## src/rtl/bpf_pkg.sv

```systemverilog
// Shared types for the bubble particle force step block.
// Used by bpf_iter_unit and bubble_particle_force_step; depends on nothing.
package bpf_pkg;

  // Operations of the shared iterative unit.
  typedef enum logic [2:0] {
    OP_MUL  = 3'b001,
    OP_DIV  = 3'b010,
    OP_SQRT = 3'b100
  } op_e;

  typedef struct packed {
    logic start;
    op_e  op;
  } unit_req_t;

  typedef struct packed {
    logic done;
    logic busy;
  } unit_rsp_t;

  // Sequencer states, one-hot.
  typedef enum logic [15:0] {
    ST_IDLE  = 16'h0001,
    ST_SQX   = 16'h0002,
    ST_SQY   = 16'h0004,
    ST_ROOT  = 16'h0008,
    ST_RATIO = 16'h0010,
    ST_R2    = 16'h0020,
    ST_R3    = 16'h0040,
    ST_PXM   = 16'h0080,
    ST_PXD   = 16'h0100,
    ST_PYM   = 16'h0200,
    ST_PYD   = 16'h0400,
    ST_DAMP  = 16'h0800,
    ST_VEL   = 16'h1000,
    ST_PRAD  = 16'h2000,
    ST_POS   = 16'h4000,
    ST_OUT   = 16'h8000
  } state_e;

endpackage

```

## src/rtl/bubble_particle_force_step.sv

```systemverilog
// Top level of the bubble particle force step: neighbor force accumulation and
// run-end velocity/position update. Depends on bpf_pkg and bpf_iter_unit.
//
//  Channel  | Direction | Transaction
//  s_axis   | in        | one neighbor item; tuser = nbr_is_self, tlast = last_nbr
//  m_axis   | out       | updated particle state, one per run
//  cfg      | in        | register write: 0 step size, 1 damping, 2 position_limit
//
// The sequencer issues one unit operation at a time. A coincident neighbor stops
// after the square root, and a self neighbor that does not end the run issues
// none. The run end adds eight multiplies and then loads the result.
// Reset clears the force sums and the registers to their defaults.
// A waiting result holds the next run's result in the output state, and no input
// is taken meanwhile.
module bubble_particle_force_step #(
  parameter int unsigned FRAC_BITS = 16
) (
  input  logic         clk_i,
  input  logic         rst_ni,
  input  logic         s_axis_tvalid,
  output logic         s_axis_tready,
  // self_pos_x, self_pos_y, self_vel_x, self_vel_y, self_radius, nbr_pos_x,
  // nbr_pos_y, nbr_radius, two zero bits
  input  logic [255:0] s_axis_tdata,
  // nbr_is_self
  input  logic         s_axis_tuser,
  input  logic         s_axis_tlast,
  output logic         m_axis_tvalid,
  input  logic         m_axis_tready,
  // new_pos_x, new_pos_y, new_vel_x, new_vel_y
  output logic [127:0] m_axis_tdata,
  input  logic         cfg_we_i,
  input  logic [1:0]   cfg_idx_i,
  input  logic [30:0]  cfg_data_i
);
  import bpf_pkg::*;

  localparam logic [1:0] REG_TS   = 2'd0;
  localparam logic [1:0] REG_DAMP = 2'd1;
  localparam logic [1:0] REG_LIM  = 2'd2;

  localparam logic [63:0] ONE      = 64'd1 << FRAC_BITS;
  localparam logic [63:0] EPS_Q    = (ONE + 64'd50000) / 64'd100000;
  localparam logic [63:0] R_LIM    = 64'd3 * (ONE >> 1);
  localparam logic [30:0] TS_RST   = 31'((ONE * 64'd2) / 64'd10);
  localparam logic [30:0] DAMP_RST = 31'((ONE * 64'd38429 + 64'd9999) / 64'd10000);
  localparam logic [30:0] LIM_RST  = 31'(ONE * 64'd5);
  localparam logic [96:0] BIG_LIM  = 97'd1 << 62;

  state_e state_q, state_d;
  logic   issued_q, issued_d, axis_q, axis_d;

  logic [31:0] sx_q, sy_q, vx_q, vy_q, nx_q, ny_q;
  logic [30:0] srad_q, nrad_q;
  logic        self_q, last_q;
  logic [31:0] sx_d, sy_d, vx_d, vy_d, nx_d, ny_d;
  logic [30:0] srad_d, nrad_d;
  logic        self_d, last_d;

  logic [63:0] ssum_q, ssum_d, pm_q, pm_d;
  logic [31:0] ls_q, ls_d, r_q, r_d, r2_q, r2_d, r3_q, r3_d, px_q, px_d;
  logic signed [39:0] fsx_q, fsx_d, fsy_q, fsy_d;
  logic signed [64:0] t_q, t_d;
  logic signed [31:0] vn_q, vn_d;
  logic signed [63:0] m3_q, m3_d;
  logic [31:0] npx_q, npx_d, npy_q, npy_d, nvx_q, nvx_d, nvy_q, nvy_d;
  logic [127:0] out_q, out_d;
  logic         out_valid_q, out_valid_d;
  logic [30:0]  ts_q, damp_q, lim_q;

  unit_req_t   req;
  unit_rsp_t   rsp;
  logic [63:0] op_a, op_b;
  logic [95:0] res;

  bpf_iter_unit u_unit (
    .clk_i  (clk_i),
    .rst_ni (rst_ni),
    .req_i  (req),
    .a_i    (op_a),
    .b_i    (op_b),
    .rsp_o  (rsp),
    .res_o  (res)
  );

  // Geometry of the current neighbor.
  logic signed [32:0] dx, dy;
  logic [32:0] ax_raw, ay_raw;
  logic [31:0] ax, ay, li_raw, li;
  logic        scaled;

  always_comb begin
    dx     = {sx_q[31], sx_q} - {nx_q[31], nx_q};
    dy     = {sy_q[31], sy_q} - {ny_q[31], ny_q};
    ax_raw = dx[32] ? 33'(-dx) : 33'(dx);
    ay_raw = dy[32] ? 33'(-dy) : 33'(dy);
    scaled = ax_raw[32] | ax_raw[31] | ay_raw[32] | ay_raw[31];
    ax     = scaled ? ax_raw[32:1] : ax_raw[31:0];
    ay     = scaled ? ay_raw[32:1] : ay_raw[31:0];
    li_raw = {1'b0, srad_q} + {1'b0, nrad_q};
    li     = scaled ? {1'b0, li_raw[31:1]} : li_raw;
  end

  // Cubic force profile: floor((10*r3 - 19*r2 + 9) / 8).
  logic [34:0]        r2e, r3e, fnum_u;
  logic signed [34:0] fnum, fval;
  logic               fneg;
  logic [31:0]        fm;

  always_comb begin
    r2e    = {3'd0, r2_q};
    r3e    = {3'd0, r3_q};
    fnum_u = (r3e << 3) + (r3e << 1) - ((r2e << 4) + (r2e << 1) + r2e)
             + 35'(ONE * 64'd9);
    fnum   = signed'(fnum_u);
    fval   = fnum >>> 3;
    fneg   = fnum[34];
    fm     = fneg ? 32'(-fval) : 32'(fval);
  end

  // Operand for the fixed-point products at run end.
  logic signed [31:0] cur_v, cur_p;
  logic signed [39:0] cur_fs;
  logic signed [64:0] sval;
  logic               mneg;
  logic [63:0]        mmag;

  always_comb begin
    cur_v  = axis_q ? signed'(vy_q) : signed'(vx_q);
    cur_p  = axis_q ? signed'(sy_q) : signed'(sx_q);
    cur_fs = axis_q ? fsy_q : fsx_q;
    case (state_q)
      ST_VEL:  sval = t_q;
      ST_PRAD: sval = 65'(vn_q);
      ST_POS:  sval = 65'(m3_q);
      default: sval = 65'(cur_v);
    endcase
    mneg = sval[64];
    mmag = mneg ? 64'(-sval) : sval[63:0];
  end

  // floor(a * b / 2^F) with magnitude saturated at 2^62.
  logic [96:0]        prod_r, prod_sh;
  logic [62:0]        mq_mag;
  logic signed [63:0] mq;

  always_comb begin
    prod_r  = {1'b0, res} + (mneg ? 97'(ONE - 64'd1) : 97'd0);
    prod_sh = prod_r >> FRAC_BITS;
    mq_mag  = (prod_sh > BIG_LIM) ? BIG_LIM[62:0] : prod_sh[62:0];
    mq      = mneg ? -signed'({1'b0, mq_mag}) : signed'({1'b0, mq_mag});
  end

  logic compute_st, push, out_load;

  // Unit operand selection.
  always_comb begin
    req.start = compute_st && !issued_q;
    req.op    = OP_MUL;
    op_a      = '0;
    op_b      = '0;
    case (state_q)
      ST_SQX: begin
        op_a = {32'd0, ax};
        op_b = {32'd0, ax};
      end
      ST_SQY: begin
        op_a = {32'd0, ay};
        op_b = {32'd0, ay};
      end
      ST_ROOT: begin
        req.op = OP_SQRT;
        op_a   = ssum_q;
      end
      ST_RATIO: begin
        req.op = OP_DIV;
        op_a   = {32'd0, ls_q} << FRAC_BITS;
        op_b   = {32'd0, li};
      end
      ST_R2: begin
        op_a = {32'd0, r_q};
        op_b = {32'd0, r_q};
      end
      ST_R3: begin
        op_a = {32'd0, r2_q};
        op_b = {32'd0, r_q};
      end
      ST_PXM: begin
        op_a = {32'd0, ax};
        op_b = {32'd0, fm};
      end
      ST_PYM: begin
        op_a = {32'd0, ay};
        op_b = {32'd0, fm};
      end
      ST_PXD, ST_PYD: begin
        req.op = OP_DIV;
        op_a   = pm_q;
        op_b   = {32'd0, ls_q};
      end
      ST_DAMP: begin
        op_a = mmag;
        op_b = {33'd0, damp_q};
      end
      ST_VEL, ST_POS: begin
        op_a = mmag;
        op_b = {33'd0, ts_q};
      end
      ST_PRAD: begin
        op_a = mmag;
        op_b = {33'd0, srad_q};
      end
      default: begin
      end
    endcase
  end

  // Saturating force accumulation, coincidence test and velocity/position sums.
  logic signed [31:0] fx_add, fy_add;
  logic signed [40:0] sumx, sumy;
  logic signed [39:0] satx, saty;
  logic signed [64:0] vsum, psum, lim_s;

  always_comb begin
    sumx = 41'(fsx_q) + 41'(fx_add);
    sumy = 41'(fsy_q) + 41'(fy_add);
    satx = (sumx[40] != sumx[39]) ? {sumx[40], {39{~sumx[40]}}} : sumx[39:0];
    saty = (sumy[40] != sumy[39]) ? {sumy[40], {39{~sumy[40]}}} : sumy[39:0];
    push = !scaled && ((res[31:0] == 32'd0) || ({32'd0, res[31:0]} < EPS_Q));
    vsum = 65'(cur_v) + 65'(mq);
    psum = 65'(cur_p) + 65'(mq);
    lim_s = signed'({34'd0, lim_q});
  end

  assign compute_st = (state_q != ST_IDLE) && (state_q != ST_OUT);
  assign out_load   = (state_q == ST_OUT) && (!out_valid_q || m_axis_tready);

  always_comb begin
    state_d = state_q;
    issued_d = issued_q;
    axis_d = axis_q;
    {sx_d, sy_d, vx_d, vy_d, nx_d, ny_d} = {sx_q, sy_q, vx_q, vy_q, nx_q, ny_q};
    {srad_d, nrad_d, self_d, last_d} = {srad_q, nrad_q, self_q, last_q};
    ssum_d = ssum_q;
    pm_d = pm_q;
    ls_d = ls_q;
    r_d = r_q;
    r2_d = r2_q;
    r3_d = r3_q;
    px_d = px_q;
    fsx_d = fsx_q;
    fsy_d = fsy_q;
    t_d = t_q;
    vn_d = vn_q;
    m3_d = m3_q;
    npx_d = npx_q;
    npy_d = npy_q;
    nvx_d = nvx_q;
    nvy_d = nvy_q;
    out_d = out_q;
    out_valid_d = out_valid_q;
    fx_add = '0;
    fy_add = '0;

    if (out_valid_q && m_axis_tready) out_valid_d = 1'b0;
    if (req.start) issued_d = 1'b1;

    case (state_q)
      ST_IDLE: begin
        if (s_axis_tvalid) begin
          sx_d   = s_axis_tdata[31:0];
          sy_d   = s_axis_tdata[63:32];
          vx_d   = s_axis_tdata[95:64];
          vy_d   = s_axis_tdata[127:96];
          srad_d = s_axis_tdata[158:128];
          nx_d   = s_axis_tdata[190:159];
          ny_d   = s_axis_tdata[222:191];
          nrad_d = s_axis_tdata[253:223];
          self_d = s_axis_tuser;
          last_d = s_axis_tlast;
          axis_d = 1'b0;
          if (!s_axis_tuser) state_d = ST_SQX;
          else if (s_axis_tlast) state_d = ST_DAMP;
        end
      end
      ST_OUT: begin
        if (out_load) begin
          out_d       = {nvy_q, nvx_q, npy_q, npx_q};
          out_valid_d = 1'b1;
          fsx_d       = '0;
          fsy_d       = '0;
          state_d     = ST_IDLE;
        end
      end
      default: begin
        if (rsp.done) begin
          issued_d = 1'b0;
          case (state_q)
            ST_SQX: begin
              ssum_d  = res[63:0];
              state_d = ST_SQY;
            end
            ST_SQY: begin
              ssum_d  = ssum_q + res[63:0];
              state_d = ST_ROOT;
            end
            ST_ROOT: begin
              ls_d = res[31:0];
              if (push) begin
                fx_add  = 32'(ONE * 64'd10);
                fy_add  = 32'(ONE * 64'd10);
                fsx_d   = satx;
                fsy_d   = saty;
                state_d = last_q ? ST_DAMP : ST_IDLE;
              end else if (li == 32'd0) begin
                state_d = last_q ? ST_DAMP : ST_IDLE;
              end else begin
                state_d = ST_RATIO;
              end
            end
            ST_RATIO: begin
              r_d = res[31:0];
              if (res[63:0] >= R_LIM) state_d = last_q ? ST_DAMP : ST_IDLE;
              else state_d = ST_R2;
            end
            ST_R2: begin
              r2_d    = 32'(res[63:0] >> FRAC_BITS);
              state_d = ST_R3;
            end
            ST_R3: begin
              r3_d    = 32'(res[63:0] >> FRAC_BITS);
              state_d = ST_PXM;
            end
            ST_PXM: begin
              pm_d    = res[63:0];
              state_d = ST_PXD;
            end
            ST_PXD: begin
              px_d    = res[31:0];
              state_d = ST_PYM;
            end
            ST_PYM: begin
              pm_d    = res[63:0];
              state_d = ST_PYD;
            end
            ST_PYD: begin
              // The force points along the sign of f times the offset sign.
              fx_add  = (fneg ^ dx[32]) ? -signed'(px_q) : signed'(px_q);
              fy_add  = (fneg ^ dy[32]) ? -signed'(res[31:0]) : signed'(res[31:0]);
              fsx_d   = satx;
              fsy_d   = saty;
              state_d = last_q ? ST_DAMP : ST_IDLE;
            end
            ST_DAMP: begin
              t_d     = 65'(cur_fs) - 65'(mq);
              state_d = ST_VEL;
            end
            ST_VEL: begin
              if (vsum > 65'sh7FFFFFFF) vn_d = 32'sh7FFFFFFF;
              else if (vsum < -65'sh80000000) vn_d = 32'sh80000000;
              else vn_d = vsum[31:0];
              if (axis_q) nvy_d = vn_d;
              else nvx_d = vn_d;
              state_d = ST_PRAD;
            end
            ST_PRAD: begin
              m3_d    = mq;
              state_d = ST_POS;
            end
            ST_POS: begin
              if (psum > lim_s) begin
                if (axis_q) npy_d = 32'(lim_s);
                else npx_d = 32'(lim_s);
              end else if (psum < -lim_s) begin
                if (axis_q) npy_d = 32'(-lim_s);
                else npx_d = 32'(-lim_s);
              end else begin
                if (axis_q) npy_d = psum[31:0];
                else npx_d = psum[31:0];
              end
              axis_d  = 1'b1;
              state_d = axis_q ? ST_OUT : ST_DAMP;
            end
            default: begin
              state_d = ST_IDLE;
            end
          endcase
        end
      end
    endcase
  end

  always_ff @(posedge clk_i or negedge rst_ni) begin
    if (!rst_ni) begin
      state_q     <= ST_IDLE;
      issued_q    <= 1'b0;
      axis_q      <= 1'b0;
      fsx_q       <= '0;
      fsy_q       <= '0;
      out_valid_q <= 1'b0;
      ts_q        <= TS_RST;
      damp_q      <= DAMP_RST;
      lim_q       <= LIM_RST;
    end else begin
      state_q     <= state_d;
      issued_q    <= issued_d;
      axis_q      <= axis_d;
      fsx_q       <= fsx_d;
      fsy_q       <= fsy_d;
      out_valid_q <= out_valid_d;
      if (cfg_we_i) begin
        case (cfg_idx_i)
          REG_TS:   ts_q   <= cfg_data_i;
          REG_DAMP: damp_q <= cfg_data_i;
          REG_LIM:  lim_q  <= cfg_data_i;
          default: begin
          end
        endcase
      end
    end
  end

  always_ff @(posedge clk_i) begin
    sx_q   <= sx_d;
    sy_q   <= sy_d;
    vx_q   <= vx_d;
    vy_q   <= vy_d;
    nx_q   <= nx_d;
    ny_q   <= ny_d;
    srad_q <= srad_d;
    nrad_q <= nrad_d;
    self_q <= self_d;
    last_q <= last_d;
    ssum_q <= ssum_d;
    pm_q   <= pm_d;
    ls_q   <= ls_d;
    r_q    <= r_d;
    r2_q   <= r2_d;
    r3_q   <= r3_d;
    px_q   <= px_d;
    t_q    <= t_d;
    vn_q   <= vn_d;
    m3_q   <= m3_d;
    npx_q  <= npx_d;
    npy_q  <= npy_d;
    nvx_q  <= nvx_d;
    nvy_q  <= nvy_d;
    out_q  <= out_d;
  end

  assign s_axis_tready = (state_q == ST_IDLE);
  assign m_axis_tvalid = out_valid_q;
  assign m_axis_tdata  = out_q;

  // A self neighbor never reaches the force computation.
  a_self_skips: assert property (@(posedge clk_i) disable iff (!rst_ni)
    (state_q == ST_SQX) |-> !self_q)
    else $error("self neighbor entered force computation");

  a_no_start_busy: assert property (@(posedge clk_i) disable iff (!rst_ni)
    req.start |-> !rsp.busy)
    else $error("unit started while busy");

  a_done_issued: assert property (@(posedge clk_i) disable iff (!rst_ni)
    rsp.done |-> issued_q)
    else $error("unit result without a pending request");

  a_sums_cleared: assert property (@(posedge clk_i) disable iff (!rst_ni)
    out_load |=> (fsx_q == '0) && (fsy_q == '0) && m_axis_tvalid)
    else $error("force sums not cleared after a result");

endmodule

```

## src/rtl/bpf_iter_unit.sv

```systemverilog
// Shared iterative arithmetic unit: 64x32 shift-add multiply, 64/64 restoring
// divide and 64-bit integer square root. Depends on bpf_pkg.
module bpf_iter_unit (
  input  logic                    clk_i,
  input  logic                    rst_ni,
  input  bpf_pkg::unit_req_t      req_i,
  input  logic [63:0]             a_i,
  input  logic [63:0]             b_i,
  output bpf_pkg::unit_rsp_t      rsp_o,
  output logic [95:0]             res_o
);
  import bpf_pkg::*;

  logic        busy_q, busy_d, done_q, done_d;
  op_e         op_q, op_d;
  logic [6:0]  cnt_q, cnt_d;
  logic [63:0] wa_q, wa_d, wb_q, wb_d, d_q, d_d;
  logic [31:0] root_q, root_d;

  logic [64:0] mul_sum, div_sh, sq_rs, sq_trial;
  logic        div_ge, sq_ge;

  always_comb begin
    mul_sum  = {1'b0, wa_q} + (wb_q[0] ? {1'b0, d_q} : 65'd0);
    div_sh   = {wa_q, wb_q[63]};
    div_ge   = div_sh >= {1'b0, d_q};
    sq_rs    = {wa_q[62:0], wb_q[63:62]};
    sq_trial = {31'd0, root_q, 2'b01};
    sq_ge    = sq_rs >= sq_trial;
  end

  always_comb begin
    busy_d = busy_q;
    done_d = 1'b0;
    op_d   = op_q;
    cnt_d  = cnt_q;
    wa_d   = wa_q;
    wb_d   = wb_q;
    d_d    = d_q;
    root_d = root_q;
    if (req_i.start) begin
      busy_d = 1'b1;
      op_d   = req_i.op;
      wa_d   = '0;
      root_d = '0;
      d_d    = a_i;
      wb_d   = a_i;
      cnt_d  = 7'd31;
      case (req_i.op)
        OP_MUL: begin
          wb_d = {32'd0, b_i[31:0]};
        end
        OP_DIV: begin
          d_d   = b_i;
          cnt_d = 7'd63;
        end
        OP_SQRT: begin
        end
        default: begin
        end
      endcase
    end else if (busy_q) begin
      case (op_q)
        OP_MUL: begin
          wa_d = mul_sum[64:1];
          wb_d = {32'd0, mul_sum[0], wb_q[31:1]};
        end
        OP_DIV: begin
          wa_d = div_ge ? 64'(div_sh - {1'b0, d_q}) : div_sh[63:0];
          wb_d = {wb_q[62:0], div_ge};
        end
        OP_SQRT: begin
          wa_d   = sq_ge ? 64'(sq_rs - sq_trial) : sq_rs[63:0];
          root_d = {root_q[30:0], sq_ge};
          wb_d   = {wb_q[61:0], 2'b00};
        end
        default: begin
        end
      endcase
      if (cnt_q == 7'd0) begin
        busy_d = 1'b0;
        done_d = 1'b1;
      end else begin
        cnt_d = cnt_q - 7'd1;
      end
    end
  end

  always_ff @(posedge clk_i or negedge rst_ni) begin
    if (!rst_ni) begin
      busy_q <= 1'b0;
      done_q <= 1'b0;
      op_q   <= OP_MUL;
      cnt_q  <= '0;
      wa_q   <= '0;
      wb_q   <= '0;
      d_q    <= '0;
      root_q <= '0;
    end else begin
      busy_q <= busy_d;
      done_q <= done_d;
      op_q   <= op_d;
      cnt_q  <= cnt_d;
      wa_q   <= wa_d;
      wb_q   <= wb_d;
      d_q    <= d_d;
      root_q <= root_d;
    end
  end

  always_comb begin
    case (op_q)
      OP_MUL:  res_o = {wa_q, wb_q[31:0]};
      OP_DIV:  res_o = {32'd0, wb_q};
      OP_SQRT: res_o = {64'd0, root_q};
      default: res_o = '0;
    endcase
  end

  assign rsp_o = '{done: done_q, busy: busy_q};

endmodule
```

## config.mk

```make
export PLATFORM = sky130hd
export DESIGN_NAME = bubble_particle_force_step
export DESIGN_NICKNAME = d
export VERILOG_FILES = /design/src/rtl/bpf_pkg.sv /design/src/rtl/bubble_particle_force_step.sv /design/src/rtl/bpf_iter_unit.sv
export SDC_FILE = /design/constraint.sdc
export NUM_CORES = 2
export LEC_CHECK = 0
export BUFFER_PORTS_ARGS = -buffer_cell sky130_fd_sc_hd__clkbuf_2
export CORE_MARGIN = 3
export CORE_UTILIZATION = 37
export DETAILED_ROUTE_END_ITERATION = 8
export PLACE_DENSITY_LB_ADDON = 0.1
export REMOVE_ABC_BUFFERS = 1
export SLEW_MARGIN = 10
export SYNTH_ARGS = -nofsm -noshare
export SYNTH_HDL_FRONTEND = slang
export SYNTH_SLANG_ARGS = --single-unit
```

## constraint.sdc

```tcl
create_clock -name clk_i -period 19 [get_ports clk_i]
set_input_delay 3.8 -clock clk_i [delete_from_list [all_inputs] [get_ports clk_i]]
set_output_delay 3.8 -clock clk_i [all_outputs]
set_load 0.01 [all_outputs]
```

## Word-level counts from Yosys, hierarchy flattened

Cells that the tools add are included.
W data, S select, Z words.

- Register bits: 1388
- Latch bits: 0
- RAM bits: 0
- Bits in read-only memories: 0
- Input port bits: 296
- Output and inout port bits: 130
- Logic and storage cells: 274
- Memories: 0

- Add/sub/neg operators: 27
- Multipliers: 0
- Divide/modulo/power cells: 0
- Order comparisons: 9
- Equal/unequal tests: 32
- Shift operators: 0
- Multiplexer cells: 97
- Bitwise logic cells: 11
- Reduce and logical (&&, ||, !) cells: 57

Operators by type and width:

| cell | number |
|---|---|
| $mux W32 | 27 |
| $mux W64 | 11 |
| $pmux W64 S8 | 1 |
| $pmux W64 S3 | 2 |
| $mux W40 | 8 |
| $pmux W40 S2 | 4 |
| $pmux W32 S9 | 1 |
| $pmux W96 S3 | 1 |
| $pmux W16 S14 | 1 |
| $pmux W65 S3 | 1 |
| $add A32 B64 Y65 | 2 |
| $pmux W32 S2 | 2 |
| $pmux W64 S2 | 1 |
| $mux W16 | 7 |
| $add A96 B16 Y97 | 1 |
| $neg A32 Y32 | 3 |
| $add A40 B32 Y41 | 2 |
| $gt A81 B63 Y1 const B | 1 |
| $add A35 B33 Y35 | 2 |
| $mux W33 | 2 |
| $neg A33 Y33 | 2 |
| $sub A32 B32 Y33 | 2 |
| $add A64 B64 Y65 | 1 |
| $ge A65 B34 Y1 | 1 |
| 74 further kinds | 147 |

## Logic depth before layout (Yosys ltp)

- Depth in word-level cells: 19
- Depth in mapped cells: 77
- Mapped depth without buffers: 63

## By module

From an unflattened synthesis, not the netlist that was laid out.

- Cell total of the unflattened synthesis: 11636
- Area, all modules: 107161.5 um^2

Modules (own cells, without submodules):

| module | instances | cells an instance | area each (um^2) | sequential area each (um^2) |
|---|---|---|---|---|
| bubble_particle_force_step | 1 | 8433 | 82834.4 | 33661.0 |
| bpf_iter_unit | 1 | 3203 | 24327.1 | 5906.9 |

## Worst setup path before layout

No wires, ideal clock.

- Kind: reg2reg
- From: register state_q[4]
- To: register npx_q[16], data pin
- Library setup time: 0.263 ns
- Arrival: 15.727 ns
- Data required time: 18.737 ns
- Path slack: 3.011 ns
- Stages on the path, launching flop included: 72
- Path buffers: 12
- Period minus slack after synthesis: 15.989 ns
- Cells stage by stage: dfrtp_1 clkbuf_1 nor4_2 nand3_1 nor2_1 or2_2 clkbuf_1 nand2_1 inv_1 clkbuf_1 clkbuf_1 clkbuf_1 ha_1 and3_1 a221oi_1 o21ai_0 a311oi_1 buf_2 [... 36 more ...] a21oi_1 nor2b_1 o21ai_0 o21ai_0 nor3_1 o31ai_1 a211o_1 or4_1 nor4_1 nand4b_1 a2111oi_2 nand3b_1 or4_1 or4_1 nor2b_1 buf_6 buf_6 o31a_1

- Word-level cells in the longest chain between the ends: 12
- Elaborated cells on any way between the ends: 16
- Those cells by class: add/sub (3); order compare (3); eq/ne (3); mux (7)

Ends and longest elaborated chain:

| what | line | source |
|---|---|---|
| from (decl) | bubble_particle_force_step.sv:50 | `state_e state_q, state_d;` |
| from (signal assigned) | bubble_particle_force_step.sv:405 | `state_q <= state_d;` |
| $eq A16 B15 Y1, or another cell as far along | bubble_particle_force_step.sv:132 | `case (state_q)` |
| $pmux W65 S3 * | bubble_particle_force_step.sv:132 |  |
| $mux W16 | bubble_particle_force_step.sv:148 | `prod_r = {1'b0, res} + (mneg ? 97'(ONE - 64'd1) : 97'd0);` |
| $add A96 B16 Y97 | bubble_particle_force_step.sv:148 |  |
| $gt A81 B63 Y1 | bubble_particle_force_step.sv:150 | `mq_mag = (prod_sh > BIG_LIM) ? BIG_LIM[62:0] : prod_sh[62:0];` |
| $mux W63 | bubble_particle_force_step.sv:150 |  |
| $neg A63 Y64 | bubble_particle_force_step.sv:151 | `mq = mneg ? -signed'({1'b0, mq_mag}) : signed'({1'b0, mq_mag});` |
| $mux W64 * | bubble_particle_force_step.sv:151 |  |
| via mq[2] | bubble_particle_force_step.sv:145 | `logic signed [63:0] mq;` |
| $add A32 B64 Y65 * | bubble_particle_force_step.sv:231 | `psum = 65'(cur_p) + 65'(mq);` |
| $lt A65 B65 Y1 / $mux W32 (equally long branches) | bubble_particle_force_step.sv:374, bubble_particle_force_step.sv:378 |  |
| $mux W32 | bubble_particle_force_step.sv:374 | `end else if (psum < -lim_s) begin` |
| $mux W32 * | bubble_particle_force_step.sv:371 | `if (psum > lim_s) begin` |
| to (signal assigned) | bubble_particle_force_step.sv:444 | `npx_q <= npx_d;` |
| to (decl) | bubble_particle_force_step.sv:66 | `logic [31:0] npx_q, npx_d, npy_q, npy_d, nvx_q, nvx_d, nvy_q, nvy_d;` |

The timed path passes the listed nets; every way through them passes the cells marked *. The select of a mux whose other input is x is not followed.
A chain may end at the register's enable or synchronous reset.

## Worst setup path after layout

- From: register state_q[4]
- To: register npx_q[28], data pin

The elaborated chain is that of the path after synthesis.

==> impl_metrics.ini <==
[outcome]
outcome = complete, no violations

[critical_path]
max_stage_delay_ns = 0.79
worstReg2RegEnd = npx_q[28]
end_kind = register
rrSetupSlack_ns = 1.48
startpoint_type = register
critPathMostFrequentCell = buf_4
arrival_ns = 18.08
reg2reg_depth = 65
r2r_start = state_q[4]
cpLargestDelayFamily = simple AND/OR/NAND/NOR gates
crit_type = register to register
cp.required_ns = 19.56
path_max_fanout = 43
critPathSlowestCell = a2111oi_1
crit_buf_inv = 11

[global_route]
grt_start_max_net_pins = 144
grt.met3_usage = 0.0538
grt_pass1_wl_mm = 657
grt_usage = 0.306
antenna_found_initial = 66
grt_pass1_vias = 90300
use_met1 = 0.429
overflow = 0
gr-max-usage-layer = met2
globalRouteMet2Util = 0.469

[floorplanning]
coreArea_um2 = 283000
initial_core_util = 0.373
die_area_um2 = 292000
ioPinCount = 426
fp.dieH_um = 541
row_count = 195
die_w_um = 541

[routing]
wl_mm = 463
num_vias = 94700
drcViolationCount = 0
vias_per_cell = 6.05
postRouteAntennaNets = 0
wl_per_cell_um = 29.6
first_iter_violations = 11200
dr.pass1.iters = 9

[placed_design]
detailed_place_hpwl_mm = 362
portBuffers = 423
placement.cell_area_um2 = 113000
routabilityCongestion = 0.963

[yosys]
yosysWarnings = 0
synth_cell_types = 134
yosys.area.top_type_share = 0.272
async_reset_ff_frac = 0.308
syn_inst = 11300
avgSynthCellArea_um2 = 9.33
ys_dominant_reg_cell = edfxtp_1
seq_area_frac_synth = 0.374
synth_top_cell_by_area = edfxtp_1
syn_area_um2 = 106000
synth-seq-cells = 1388
synth_enable_flop_cells = 960
synth_area_leaders = edfxtp_1 27%, dfrtp_1 9.6%, ha_1 9.1%, xnor2_1 4.8%, a21oi_1 3.9%

[layout]
fillers = 27700
finalNetCount = 12900
fin_area_um2 = 119000
multiInputGateArea_um2 = 62100
final_layout_size_suffix_gt1_frac = 0.128
register_area_um2 = 39600
area_growth_pct = 12.7
final_common_cell = edfxtp_1
mostFrequentLayoutCells = 960 x edfxtp_1, 882 x nand2_1, 828 x a21oi_1

[timing]
min_period_ns = 17.52
rsz0062_at_grt = false
maxSlewHeadroom = 0.0840
drv_slew = 0
fmax_mhz = 57.1
finalSetupViolCount = 0
worst_slew_pin_slew_ns = 1.36
fin_skew_ns = 0.101
timing_hold_violations_final = 0
period_share = 0.922

[clock_network]
clock_latency_ns = 0.92
path_clk_slew_ns = 0.06
numCtsBuffers = 174
post_cts_resized = 0
htree_levels = 4
tritoncts = done
postCtsHoldBufs = 0
cts_setup_buffers = 0
cts_root_buf = clkbuf_16
cts_buffer_depth = 4
clkSinkCount = 1388

[power_and_ir_drop]
p_total_mw = 19.4
vdd_drop_max_uv = 209
leakage_nw = 47.4
p_per_area_nw_per_um2 = 163

[hold_path]
min_path_cells = 0
hp-class = register to register
whs_endpoint = m_axis_tdata[26]
min_from = npx_q[26]

[flow_run]
drv_cap = 0
-- worst max path at each step --
stage,cells after the start,to,startpoint,slack (ns)
final,65,npx_q[28],state_q[4],1.48
after global routing,65,npx_q[28],state_q[1],0.64
after CTS,65,npx_q[28],state_q[1],1.55
after detailed placement,64,npy_q[11],state_q[1],1.69
after global placement,65,npx_q[15],state_q[4],1.71
after floorplan,54,npx_q[1],axis_q,-2.83
-- sequential cells by signal (all words and copies together), names as in the netlist, 40 cells and up, named ones only --
| name | cells |
|---|---|
| fsx_q | 40 |
| fsy_q | 40 |
| m3_q | 64 |
| m_axis_tdata | 128 |
| pm_q | 64 |
| ssum_q | 64 |
| t_q | 65 |
| u_unit.d_q | 64 |
| u_unit.wa_q | 64 |
| u_unit.wb_q | 64 |
-- synth_stat cells (all sizes together) (101+ instances only) --
| master | instances |
|---|---|
| edfxtp | 960 |
| nand2 | 889 |
| o21ai | 864 |
| a21oi | 837 |
| nor2 | 833 |
| ha | 767 |
| inv | 641 |
| xnor2 | 580 |
| clkbuf | 415 |
| dfrtp | 404 |
| xor2 | 289 |
| nor3 | 281 |
| nand3 | 267 |
| mux2 | 221 |
| a21o | 204 |
| and2 | 161 |
| a22oi | 137 |
| and3 | 126 |
| o211ai | 122 |
| a31oi | 121 |
| a211oi | 119 |
| nand2b | 114 |
| fa | 103 |
| nor2b | 102 |
| buf | 101 |
-- final cells by class --
class                      instances  area share
tap                             3743      0.0393
multi-input combinational       8794       0.520
clock inverter                    97     0.00870
clock buffer                     225      0.0399
inverter                         645      0.0203
timing repair buffer             745      0.0391
sequential                      1388       0.332
antenna                           25    0.000525
-- cells by family after synthesis --
family / share of synthesized area
muxes: 0.0330
buffers and inverters: 0.0432
adders and majority gates: 0.111
AOI/OAI and AO/OA: 0.211
and+or+nand+nor: 0.156
DFF: 0.374
xor gates and xnor gates: 0.0721
-- report_power, final --
part | leakage, nW | switching (mW) | internal, mW
clock | 2.79 | 1.46 | 2.00
combinational | 31.0 | 7.63 | 3.96
sequential | 13.6 | 0.493 | 3.89
total | 47.4 | 9.58 | 9.84
-- per-stage QoR --
step                hold slack, ns  std cells  setup WS, ns  setup TNS, ns  utilization
floorplan                    0.400      10800         -2.83        -175.89            -
global route                 0.365      15600         0.641              0        0.421
CTS                          0.350      15600          1.55              0        0.421
finish                       0.349      15700          1.48              0        0.421
global placement             0.402      15300          1.71              0        0.400
detailed placement           0.405      15300          1.69              0        0.400
-- metal layers --
layer  up-vias  wire [um]
li1      42900          -
met1     47100     204000
met2      3988     202000
met3       721      37200
met4        18      19900
met5         -        129
(Power assumes the default switching activity.)
